===== src/dsl_pkg.sv =====
package dsl_pkg;

    // Lexer modes
    typedef enum logic [3:0] {
        M_IDLE    = 4'd0,
        M_NUMBER  = 4'd1,
        M_IDENT   = 4'd2,
        M_CODE    = 4'd3,
        M_WAIT    = 4'd4,
        M_DOLLAR  = 4'd5,
        M_COND    = 4'd6,
        M_STRING  = 4'd7,
        M_COMMENT = 4'd8
    } lex_mode_t;

    // Token kinds
    typedef enum logic [3:0] {
        K_END    = 4'd0,
        K_ASSIGN = 4'd1,
        K_COLON  = 4'd2,
        K_CODE   = 4'd3,
        K_GOTO   = 4'd4,
        K_IDENT  = 4'd5,
        K_NUMBER = 4'd6,
        K_COND   = 4'd7,
        K_STRING = 4'd8,
        K_DOLLAR = 4'd9,
        K_WAIT   = 4'd10
    } tok_kind_t;

    localparam int TOK_OFF_W = 16;
    localparam int MAX_TOK   = 3;
    localparam int QDEPTH    = 4;
    localparam int QPTR_W    = 2;
    localparam logic [3:0] KW_LEN = 4'd9;

    // Byte codes
    localparam logic [7:0] CH_NUL    = 8'h00;
    localparam logic [7:0] CH_NL     = 8'h0A;
    localparam logic [7:0] CH_SP     = 8'h20;
    localparam logic [7:0] CH_BANG   = 8'h21;
    localparam logic [7:0] CH_QUOTE  = 8'h22;
    localparam logic [7:0] CH_HASH   = 8'h23;
    localparam logic [7:0] CH_DOLLAR = 8'h24;
    localparam logic [7:0] CH_MINUS  = 8'h2D;
    localparam logic [7:0] CH_DOT    = 8'h2E;
    localparam logic [7:0] CH_COLON  = 8'h3A;
    localparam logic [7:0] CH_SEMI   = 8'h3B;
    localparam logic [7:0] CH_EQ     = 8'h3D;
    localparam logic [7:0] CH_GT     = 8'h3E;
    localparam logic [7:0] CH_LBRK   = 8'h5B;
    localparam logic [7:0] CH_RBRK   = 8'h5D;
    localparam logic [7:0] CH_USCORE = 8'h5F;

    typedef struct packed {
        tok_kind_t              kind;
        logic [TOK_OFF_W-1:0]   start;
        logic [TOK_OFF_W-1:0]   stop;
    } tok_t;

    // Tokens caused by one input item, slot 0 first
    typedef struct packed {
        logic [1:0]             cnt;
        tok_t [MAX_TOK-1:0]     toks;
    } bundle_t;

    typedef struct packed {
        logic head_valid;
        logic full;
    } q_stat_t;

    // Keyword text "waitwhile"
    function automatic logic [7:0] kw_char(input logic [3:0] idx);
        logic [7:0] c;
        case (idx)
            4'd0, 4'd4: c = 8'h77;  // w
            4'd1:       c = 8'h61;  // a
            4'd2, 4'd6: c = 8'h69;  // i
            4'd3:       c = 8'h74;  // t
            4'd5:       c = 8'h68;  // h
            4'd7:       c = 8'h6C;  // l
            4'd8:       c = 8'h65;  // e
            default:    c = 8'h00;
        endcase
        return c;
    endfunction

    function automatic logic is_digit(input logic [7:0] b);
        return (b >= 8'h30) && (b <= 8'h39);
    endfunction

    function automatic logic is_alpha(input logic [7:0] b);
        logic [7:0] l;
        l = b | 8'h20;
        return (l >= 8'h61) && (l <= 8'h7A);
    endfunction

endpackage


===== src/dialog_script_lexer.sv =====
// Streaming lexer for dialog script text. One byte enters per s_ item
// (s_tdata), s_tlast marks end of stream, and tokens leave on m_ with the
// kind in m_tuser, start/stop offsets in m_tdata, and m_tlast on the last
// token an input item caused. The front lexer takes one byte every cycle
// while the queue has room; an item may close up to three tokens, which the
// output register drains one token per cycle while m_tready is high. A
// four-entry queue of token groups sits between lexer and output, so s_tready
// drops only when that queue is full.
module dialog_script_lexer #(
    parameter int OFFSET_BITS = 16
) (
    input  logic        aclk,
    input  logic        aresetn,
    input  logic        s_tvalid,
    output logic        s_tready,
    input  logic [7:0]  s_tdata,   // [7:0] in_byte
    input  logic        s_tlast,   // stream_end
    output logic        m_tvalid,
    input  logic        m_tready,
    output logic [31:0] m_tdata,   // [15:0] token_start, [31:16] token_stop
    output logic [3:0]  m_tuser,   // [3:0] token_kind
    output logic        m_tlast    // last_of_run
);
    import dsl_pkg::*;

    logic     accept, push, pop;
    bundle_t  push_data, head;
    q_stat_t  q_stat;

    assign s_tready = !q_stat.full;
    assign accept   = s_tvalid && s_tready;

    dsl_front #(.OB(OFFSET_BITS)) u_front (
        .aclk       (aclk),
        .aresetn    (aresetn),
        .accept     (accept),
        .in_byte    (s_tdata),
        .stream_end (s_tlast),
        .push       (push),
        .bundle     (push_data)
    );

    dsl_queue u_queue (
        .aclk      (aclk),
        .aresetn   (aresetn),
        .push      (push),
        .push_data (push_data),
        .pop       (pop),
        .head      (head),
        .stat      (q_stat)
    );

    dsl_back u_back (
        .aclk       (aclk),
        .aresetn    (aresetn),
        .head       (head),
        .head_valid (q_stat.head_valid),
        .pop        (pop),
        .m_tvalid   (m_tvalid),
        .m_tready   (m_tready),
        .m_tdata    (m_tdata),
        .m_tuser    (m_tuser),
        .m_tlast    (m_tlast)
    );

endmodule


===== src/dsl_front.sv =====
module dsl_front #(
    parameter int OB = 16
) (
    input  logic             aclk,
    input  logic             aresetn,
    input  logic             accept,
    input  logic [7:0]       in_byte,
    input  logic             stream_end,
    output logic             push,
    output dsl_pkg::bundle_t bundle
);
    import dsl_pkg::*;

    localparam logic [OB-1:0] OFF_MAX = {OB{1'b1}};

    lex_mode_t      mode_reg, mode_next;
    logic [OB-1:0]  pos_reg, pos_next;
    logic [OB-1:0]  start_reg, start_next;
    logic [3:0]     kw_cnt_reg, kw_cnt_next;
    logic           kw_ok_reg, kw_ok_next;
    logic [7:0]     prev_reg, prev_next;
    logic           brk_reg, brk_next;
    logic [1:0]     nph_reg, nph_next;

    logic [OB-1:0]  pos_inc, pos_dec;
    logic           nl0, identc, kw_full, kw_hit, run_idle;
    logic [1:0]     n;
    tok_t [MAX_TOK-1:0] toks;
    tok_kind_t      code_kind;

    function automatic tok_t mk(input tok_kind_t k, input logic [OB-1:0] s,
                                input logic [OB-1:0] e);
        tok_t t;
        t.kind  = k;
        t.start = TOK_OFF_W'(s);
        t.stop  = TOK_OFF_W'(e);
        return t;
    endfunction

    // Shared byte decode
    assign pos_inc   = (pos_reg == OFF_MAX) ? OFF_MAX : pos_reg + 1'b1;
    assign pos_dec   = (pos_reg == '0) ? '0 : pos_reg - 1'b1;
    assign nl0       = (in_byte == CH_NL) || (in_byte == CH_NUL);
    assign identc    = is_alpha(in_byte) || is_digit(in_byte) || (in_byte == CH_USCORE);
    assign kw_full   = kw_ok_reg && (kw_cnt_reg == KW_LEN);
    assign kw_hit    = kw_ok_reg && (kw_cnt_reg < KW_LEN) && (in_byte == kw_char(kw_cnt_reg));
    assign code_kind = (mode_reg == M_CODE) ? K_CODE : K_WAIT;

    // Does the byte fall through to the idle decoder after closing a token
    always_comb begin
        run_idle = 1'b0;
        unique case (mode_reg)
            M_IDLE:   run_idle = 1'b1;
            M_NUMBER: run_idle = !((nph_reg == 2'd0) && (in_byte == CH_GT)) &&
                                 !is_digit(in_byte) &&
                                 !((in_byte == CH_DOT) && (nph_reg < 2'd2));
            M_IDENT:  run_idle = !identc && (!kw_full || nl0);
            M_CODE, M_WAIT:
                      run_idle = !(brk_reg && (in_byte != CH_SP)) && nl0;
            M_DOLLAR: run_idle = (in_byte == CH_LBRK) || (in_byte == CH_SP) || nl0;
            M_COND, M_STRING, M_COMMENT:
                      run_idle = 1'b0;
            default:  run_idle = 1'b1;
        endcase
    end

    // Next state
    always_comb begin
        mode_next   = mode_reg;
        pos_next    = pos_inc;
        start_next  = start_reg;
        kw_cnt_next = kw_cnt_reg;
        kw_ok_next  = kw_ok_reg;
        prev_next   = prev_reg;
        brk_next    = brk_reg;
        nph_next    = nph_reg;
        if (stream_end) begin
            mode_next   = M_IDLE;
            pos_next    = '0;
            start_next  = '0;
            kw_cnt_next = 4'd0;
            kw_ok_next  = 1'b1;
            prev_next   = CH_NUL;
            brk_next    = 1'b0;
            nph_next    = 2'd0;
        end else begin
            unique case (mode_reg)
                M_NUMBER: begin
                    if ((nph_reg == 2'd0) && (in_byte == CH_GT)) begin
                        mode_next = M_IDLE;
                    end else if (is_digit(in_byte)) begin
                        if (nph_reg == 2'd0) nph_next = 2'd1;
                    end else if ((in_byte == CH_DOT) && (nph_reg < 2'd2)) begin
                        nph_next = 2'd2;
                    end
                end
                M_IDENT: begin
                    if (identc) begin
                        if (kw_hit) kw_cnt_next = kw_cnt_reg + 4'd1;
                        else kw_ok_next = 1'b0;
                    end else if (kw_full) begin
                        // keyword seen: carry on as code
                        mode_next = M_WAIT;
                        brk_next  = 1'b0;
                        prev_next = nl0 ? CH_NUL : in_byte;
                    end
                end
                M_CODE, M_WAIT: begin
                    brk_next = 1'b0;
                    if (brk_reg && (in_byte != CH_SP)) begin
                        // split before the bracket, bracket opens a condition
                        start_next = pos_dec;
                        mode_next  = (in_byte == CH_RBRK) ? M_IDLE : M_COND;
                    end else if (!nl0) begin
                        brk_next  = (prev_reg == CH_SP) && (in_byte == CH_LBRK);
                        prev_next = in_byte;
                    end
                end
                M_COND:    if (in_byte == CH_RBRK) mode_next = M_IDLE;
                M_STRING:  if (in_byte == CH_QUOTE) mode_next = M_IDLE;
                M_COMMENT: if (in_byte == CH_NL) mode_next = M_IDLE;
                default: ;
            endcase
            if (run_idle) begin
                mode_next = M_IDLE;
                unique case (in_byte) inside
                    CH_NUL: begin
                        pos_next    = '0;
                        start_next  = '0;
                        kw_cnt_next = 4'd0;
                        kw_ok_next  = 1'b1;
                        prev_next   = CH_NUL;
                        brk_next    = 1'b0;
                        nph_next    = 2'd0;
                    end
                    CH_BANG, CH_DOLLAR, CH_LBRK, CH_QUOTE: begin
                        mode_next  = (in_byte == CH_BANG)   ? M_CODE :
                                     (in_byte == CH_DOLLAR) ? M_DOLLAR :
                                     (in_byte == CH_LBRK)   ? M_COND : M_STRING;
                        start_next = pos_reg;
                        prev_next  = CH_NUL;
                        brk_next   = 1'b0;
                    end
                    CH_HASH, CH_SEMI: mode_next = M_COMMENT;
                    CH_MINUS: begin
                        mode_next  = M_NUMBER;
                        start_next = pos_reg;
                        nph_next   = 2'd0;
                    end
                    default: begin
                        if (is_digit(in_byte)) begin
                            mode_next  = M_NUMBER;
                            start_next = pos_reg;
                            nph_next   = 2'd1;
                        end else if (is_alpha(in_byte)) begin
                            mode_next   = M_IDENT;
                            start_next  = pos_reg;
                            kw_cnt_next = (in_byte == kw_char(4'd0)) ? 4'd1 : 4'd0;
                            kw_ok_next  = (in_byte == kw_char(4'd0));
                        end
                    end
                endcase
            end
        end
    end

    // Tokens caused by this item
    always_comb begin
        n    = 2'd0;
        toks = '0;
        if (stream_end) begin
            unique case (mode_reg)
                M_NUMBER: begin toks[n] = mk(K_NUMBER, start_reg, pos_reg); n = n + 2'd1; end
                M_IDENT: begin
                    toks[n] = mk(kw_full ? K_WAIT : K_IDENT, start_reg, pos_reg);
                    n = n + 2'd1;
                end
                M_CODE, M_WAIT: begin
                    if (brk_reg) begin
                        toks[n] = mk(code_kind, start_reg, pos_dec);
                        n = n + 2'd1;
                        toks[n] = mk(K_COND, pos_dec, pos_reg);
                        n = n + 2'd1;
                    end else begin
                        toks[n] = mk(code_kind, start_reg, pos_reg);
                        n = n + 2'd1;
                    end
                end
                M_DOLLAR: begin toks[n] = mk(K_DOLLAR, start_reg, pos_reg); n = n + 2'd1; end
                M_COND:   begin toks[n] = mk(K_COND, start_reg, pos_reg);   n = n + 2'd1; end
                M_STRING: begin toks[n] = mk(K_STRING, start_reg, pos_reg); n = n + 2'd1; end
                default: ;
            endcase
            toks[n] = mk(K_END, pos_reg, pos_reg);
            n = n + 2'd1;
        end else begin
            unique case (mode_reg)
                M_NUMBER: begin
                    if ((nph_reg == 2'd0) && (in_byte == CH_GT)) begin
                        toks[n] = mk(K_GOTO, start_reg, pos_inc);
                        n = n + 2'd1;
                    end else if (run_idle) begin
                        toks[n] = mk(K_NUMBER, start_reg, pos_reg);
                        n = n + 2'd1;
                    end
                end
                M_IDENT: begin
                    if (!identc && (!kw_full || nl0)) begin
                        toks[n] = mk(kw_full ? K_WAIT : K_IDENT, start_reg, pos_reg);
                        n = n + 2'd1;
                    end
                end
                M_CODE, M_WAIT: begin
                    if (brk_reg && (in_byte != CH_SP)) begin
                        toks[n] = mk(code_kind, start_reg, pos_dec);
                        n = n + 2'd1;
                        if (in_byte == CH_RBRK) begin
                            toks[n] = mk(K_COND, pos_dec, pos_inc);
                            n = n + 2'd1;
                        end
                    end else if (nl0) begin
                        toks[n] = mk(code_kind, start_reg, pos_reg);
                        n = n + 2'd1;
                    end
                end
                M_DOLLAR: begin
                    if (run_idle) begin
                        toks[n] = mk(K_DOLLAR, start_reg, pos_reg);
                        n = n + 2'd1;
                    end
                end
                M_COND: begin
                    if (in_byte == CH_RBRK) begin
                        toks[n] = mk(K_COND, start_reg, pos_inc);
                        n = n + 2'd1;
                    end
                end
                M_STRING: begin
                    if (in_byte == CH_QUOTE) begin
                        toks[n] = mk(K_STRING, start_reg, pos_inc);
                        n = n + 2'd1;
                    end
                end
                default: ;
            endcase
            if (run_idle) begin
                unique case (in_byte) inside
                    CH_NUL:   begin toks[n] = mk(K_END, pos_reg, pos_inc);    n = n + 2'd1; end
                    CH_COLON: begin toks[n] = mk(K_COLON, pos_reg, pos_inc);  n = n + 2'd1; end
                    CH_EQ:    begin toks[n] = mk(K_ASSIGN, pos_reg, pos_inc); n = n + 2'd1; end
                    default: ;
                endcase
            end
        end
    end

    assign push        = accept && (n != 2'd0);
    assign bundle.cnt  = n;
    assign bundle.toks = toks;

    // Lexer state
    always_ff @(posedge aclk) begin
        if (!aresetn) begin
            mode_reg   <= M_IDLE;
            pos_reg    <= '0;
            start_reg  <= '0;
            kw_cnt_reg <= 4'd0;
            kw_ok_reg  <= 1'b1;
            prev_reg   <= CH_NUL;
            brk_reg    <= 1'b0;
            nph_reg    <= 2'd0;
        end else if (accept) begin
            mode_reg   <= mode_next;
            pos_reg    <= pos_next;
            start_reg  <= start_next;
            kw_cnt_reg <= kw_cnt_next;
            kw_ok_reg  <= kw_ok_next;
            prev_reg   <= prev_next;
            brk_reg    <= brk_next;
            nph_reg    <= nph_next;
        end
    end

endmodule


===== src/dsl_queue.sv =====
module dsl_queue (
    input  logic             aclk,
    input  logic             aresetn,
    input  logic             push,
    input  dsl_pkg::bundle_t push_data,
    input  logic             pop,
    output dsl_pkg::bundle_t head,
    output dsl_pkg::q_stat_t stat
);
    import dsl_pkg::*;

    bundle_t            mem_reg [QDEPTH];
    logic [QPTR_W-1:0]  wr_ptr_reg, rd_ptr_reg;
    logic [QPTR_W:0]    count_reg, count_next;

    assign head            = mem_reg[rd_ptr_reg];
    assign stat.head_valid = (count_reg != '0);
    assign stat.full       = (count_reg == (QPTR_W + 1)'(QDEPTH));

    always_comb begin
        count_next = count_reg;
        if (push && !pop) count_next = count_reg + 1'b1;
        else if (!push && pop) count_next = count_reg - 1'b1;
    end

    // Storage
    always_ff @(posedge aclk) begin
        if (push) mem_reg[wr_ptr_reg] <= push_data;
    end

    // Pointers and fill level
    always_ff @(posedge aclk) begin
        if (!aresetn) begin
            wr_ptr_reg <= '0;
            rd_ptr_reg <= '0;
            count_reg  <= '0;
        end else begin
            if (push) wr_ptr_reg <= wr_ptr_reg + 1'b1;
            if (pop)  rd_ptr_reg <= rd_ptr_reg + 1'b1;
            count_reg <= count_next;
        end
    end

endmodule


===== src/dsl_back.sv =====
module dsl_back (
    input  logic             aclk,
    input  logic             aresetn,
    input  dsl_pkg::bundle_t head,
    input  logic             head_valid,
    output logic             pop,
    output logic             m_tvalid,
    input  logic             m_tready,
    output logic [31:0]      m_tdata,
    output logic [3:0]       m_tuser,
    output logic             m_tlast
);
    import dsl_pkg::*;

    logic [1:0]  idx_reg;
    logic        valid_reg;
    tok_t        tok_reg;
    logic        last_reg;
    logic        load, last;

    // One token of the head bundle per cycle into the output register while it is empty or taken
    assign load = head_valid && (!valid_reg || m_tready);
    assign last = (idx_reg == (head.cnt - 2'd1));
    assign pop  = load && last;

    always_ff @(posedge aclk) begin
        if (!aresetn) begin
            idx_reg   <= 2'd0;
            valid_reg <= 1'b0;
        end else begin
            if (load) begin
                idx_reg   <= last ? 2'd0 : idx_reg + 2'd1;
                valid_reg <= 1'b1;
            end else if (m_tready) begin
                valid_reg <= 1'b0;
            end
        end
    end

    always_ff @(posedge aclk) begin
        if (load) begin
            tok_reg  <= head.toks[idx_reg];
            last_reg <= last;
        end
    end

    assign m_tvalid = valid_reg;
    assign m_tdata  = {tok_reg.stop, tok_reg.start};
    assign m_tuser  = tok_reg.kind;
    assign m_tlast  = last_reg;

endmodule


===== config.mk =====
export PLATFORM = sky130hd
export DESIGN_NAME = dialog_script_lexer
export DESIGN_NICKNAME = d
export VERILOG_FILES = /design/src/dsl_pkg.sv /design/src/dialog_script_lexer.sv /design/src/dsl_front.sv /design/src/dsl_queue.sv /design/src/dsl_back.sv
export SDC_FILE = /design/constraint.sdc
export NUM_CORES = 1
export LEC_CHECK = 0
export BUFFER_PORTS_ARGS = -buffer_cell sky130_fd_sc_hd__buf_2
export CAP_MARGIN = 20
export CORE_MARGIN = 4
export CORE_UTILIZATION = 58
export CTS_BUF_LIST = sky130_fd_sc_hd__clkbuf_8
export CTS_CLUSTER_DIAMETER = 80
export DETAILED_ROUTE_END_ITERATION = 12
export PLACE_DENSITY = 0.75
export RECOVER_POWER = 50
export SYNTH_ARGS = -nofsm -noshare
export SYNTH_HDL_FRONTEND = slang
export SYNTH_SLANG_ARGS = --single-unit

===== constraint.sdc =====
create_clock -name aclk -period 8.4 [get_ports aclk]
set_input_delay 1.26 -clock aclk [delete_from_list [all_inputs] [get_ports aclk]]
set_output_delay 1.26 -clock aclk [all_outputs]
set_load 0.05 [all_outputs]

==> out/qor.txt <==
CP cell instances: clkbuf_1 > nor4b_1 > nand2_1 > a21oi_1 > o221a_1 > o211ai_1 > a21oi_1 > a21oi_1 > o21ai_0
Dpl cells: 2426
Switching Share: 31.13%
Initial antenna violation count: 1
Vias: 16900
Slew HR: -149.0%
Critical path's slowest cell: a21oi_1
Global Route Usage Sum: 28.61%
Top cell by count, worst path: a21oi_1
Remaining DRCs: 0
Input/output buffers: 51
Worst Clk Skew: 0.03058 ns
Max-cap violations: 7
Post-CTS sizing: 0
Startpoint Class: input port
Synth Flop Type: edfxtp_1
Crit share post-route: 79.98%
Area delta synth->final: 8.988%
Register Area: 15370 um^2
Hold_sp: u_front.start_reg[0]$_SDFFE_PN0P_
Power Dens Cells: 257.1 nW/um^2
Sw Pwr: 2.199 mW
Final hold violation count: 0
Max clock buf depth: 3
P_int: 4.864 mW
Number of diodes: 0
Post-route insts no fill: 2581
DRT iter0 DRCs: 2111
Die area: 46860 um^2
R2R depth: 4
Fill count: 3219
Combinational share of power: 23.5%
Net total in the final layout: 1958
Yosys top cell area share: 55.39%
Max Slew Vio Count: 286
CTS root buf: clkbuf_8
CP Max Fanout: 17
P_leak: 9.224 nW
Status: complete, but fails checks
Clk_lat worst skew: 0.68 ns
Die W: 216.5 um
CTS tree: done
Layout cell share with drive strength beyond 1: 14.73%
Sum Neg Setup Slack: 0 ns
Netlist cell types: 99
CP required: 8.78 ns
Total CTS buffers: 82
Chip height: 216.5 um
Post-DP HPWL: 43210 um
Crit. End Element: flip-flop
I/O pin cnt: 52
Async SR Flop Fraction: 0%
Gate Count Post-Synth: 1899
Min cycle time layout: 6.718 ns
Kind of critical path: input port to flip-flop
CP arrival: 7.10 ns
Starting density of the core: 58.65%
Synthesized area: 25210 um^2
Number of synthesized register bits: 535
Number of setup buffers added after CTS: 0
Failing checks: capacitance limit, slew limit
Net count after synthesis: 1931
Commonest cells post-synth: edfxtp_1, nand2_1, nor2_1, a21oi_1, mux4_2
Max reg flops: 428
Largest stage delay, worst path: 1.69 ns
TritonCTS Sinks: 535
Fin Hold WS: 0.4862 ns
Worst Hold Path EP: u_front.start_reg[0]$_SDFFE_PN0P_
EDFF count, synth: 465
Worst Path Buf+Inv: 1
Most common cell in the netlist: edfxtp_1
Leading area contributor after synthesis: edfxtp_1
Pin count of the biggest net entering global routing: 74
Flop pwr share: 46.3%
Syn_area_per_cell: 13.27 um^2
Gpl congestion: 1.047
Worst-path clk slew: 0.06 ns
Register area share after synthesis: 60.95%
Final setup viols: 0
Vias in the first global route: 16538
Hold WC Path Type: flip-flop to flip-flop
Worst vdd ir: 500.5 uV
Placeable Area: 42980 um^2
Cts hold-fix bufs: 0
Rows: 76
Avg WL per Cell: 25.94 um
Final Routed Wirelength: 66940 um
DR pass1 iterations: 5
Least-Margin Pin Slew: 3.736 ns
Unrepaired setup endpoints after global routing: no
Clk pwr share: 30.2%
Multi-input gate area: 8966 um^2
First-pass GRT wire length: 102200 um
Worst r2r dst: u_back.m_tdata[23]$_DFFE_PP_
Worst R2R Setup Slack: 2.05 ns
Synth area leaders: edfxtp_1, mux4_2, dfxtp_1
Delay-heaviest family, CP: compound AO/OA/AOI/OAI gates
Fmax: 148.8 MHz
Ys Warns: 0
Htree depth: 3
Antenna Nets Post-Route: 0
Grt total ovfl: 0
Vias per Instance: 6.548
Hold Path Cell Cnt: 2
[placed cells by master (no fill, tap or decap), types with 7 or more instances in the layout]
cell | synthesis | final
o22ai_1 | 41 | 41
or3_1 | 12 | 12
inv_1 | 61 | 86
mux4_2 | 107 | 107
mux2i_1 | 44 | 44
nand2_1 | 141 | 142
buf_2 | 20 | 10
nor4_1 | 10 | 10
edfxtp_1 | 465 | 465
o21ai_0 | 94 | 96
clkinv_2 | 0 | 8
or4_1 | 9 | 9
a221oi_1 | 23 | 23
a21o_1 | 21 | 21
buf_4 | 3 | 35
clkinv_1 | 2 | 21
and2_1 | 36 | 19
clkbuf_1 | 104 | 46
nor3b_1 | 9 | 9
nor3_1 | 34 | 34
o211ai_1 | 5 | 7
ha_1 | 18 | 18
a211oi_1 | 10 | 10
a31oi_1 | 10 | 10
nand3_1 | 31 | 31
clkbuf_8 | 0 | 94
xnor2_1 | 22 | 22
and3_1 | 10 | 10
nor2_1 | 127 | 127
a22oi_1 | 22 | 23
and2_0 | 1 | 14
nand2b_1 | 10 | 10
a21oi_1 | 111 | 111
dfxtp_1 | 70 | 68
xor2_1 | 7 | 7
a22o_1 | 50 | 50
[kinds of logic after synthesis]
kind of cell / Yosys count / synth area share [%]
compound gates: 465 / 12.57
flops: 535 / 60.95
xor+xnor: 29 / 1.008
buf+inv: 214 / 3.335
mux: 152 / 11.35
simple gates: 485 / 9.817
fa+ha+maj: 19 / 0.9728
[through the flow]
step,worst slack (ns),power [mW],cell area [um^2],utilization (%)
after floorplan,1.792,4.561,25210,-
after global placement,2.497,4.971,25930,60.32
after detailed placement,2.419,4.999,25930,60.33
after CTS,3.133,7.126,27580,64.17
after global routing,1.523,7.372,27480,63.92
final,1.682,7.063,27480,63.92
[worst max path at each step]
stage,startpoint,to,slack [ns],cells after the start
after floorplan,s_tdata[1],u_queue.mem_reg[0][0]$_DFFE_PP_,1.79,12
after global placement,s_tdata[4],u_queue.mem_reg[1][96]$_DFFE_PP_,2.50,12
after detailed placement,s_tdata[4],u_queue.mem_reg[1][34]$_DFFE_PP_,2.42,12
after CTS,s_tdata[4],u_queue.mem_reg[1][96]$_DFFE_PP_,3.13,12
after global routing,s_tdata[4],u_queue.mem_reg[3][38]$_DFFE_PP_,1.52,9
final,s_tdata[4],u_queue.mem_reg[1][38]$_DFFE_PP_,1.68,9
[worst register-to-register path, cell delays in order, from the launching register on]
cell and delay, ns:
dfxtp_1 2.01, clkbuf_1 2.77, mux4_2 0.74, mux2i_1 0.10, o22ai_1 0.47
[power groups by stage]
stage / clock (mW) / sequential [mW] / combinational (mW)
after detailed placement: 0 / 3.32 / 1.68
final: 2.13 / 3.27 / 1.66
after global routing: 2.31 / 3.29 / 1.77
after CTS: 2.18 / 3.26 / 1.69
after floorplan: 0 / 3.63 / 0.933
after global placement: 0 / 3.31 / 1.66
[routing by layer]
| metal | GRT usage [%] | wire length [um] | vias up |
|---|---|---|---|
| li1 | - | - | 7463 |
| met1 | 40.25 | 26930 | 8389 |
| met2 | 44.83 | 31680 | 890 |
| met3 | 5.314 | 5775 | 158 |
| met4 | 11.54 | 2553 | 0 |
| met5 | 0 | 0 | - |
[cell type report]
| cell class | instances | share of cell area [%] |
|---|---|---|
| flip-flops and latches | 535 | 55.94 |
| multi-input cells | 1150 | 32.63 |
| clock buffers | 94 | 4.709 |
| well taps | 585 | 2.664 |
| repair buffers | 92 | 1.867 |
| clock inverters | 60 | 1.298 |
| inverters | 65 | 0.8880 |
Power figures use the tool's default switching activity.
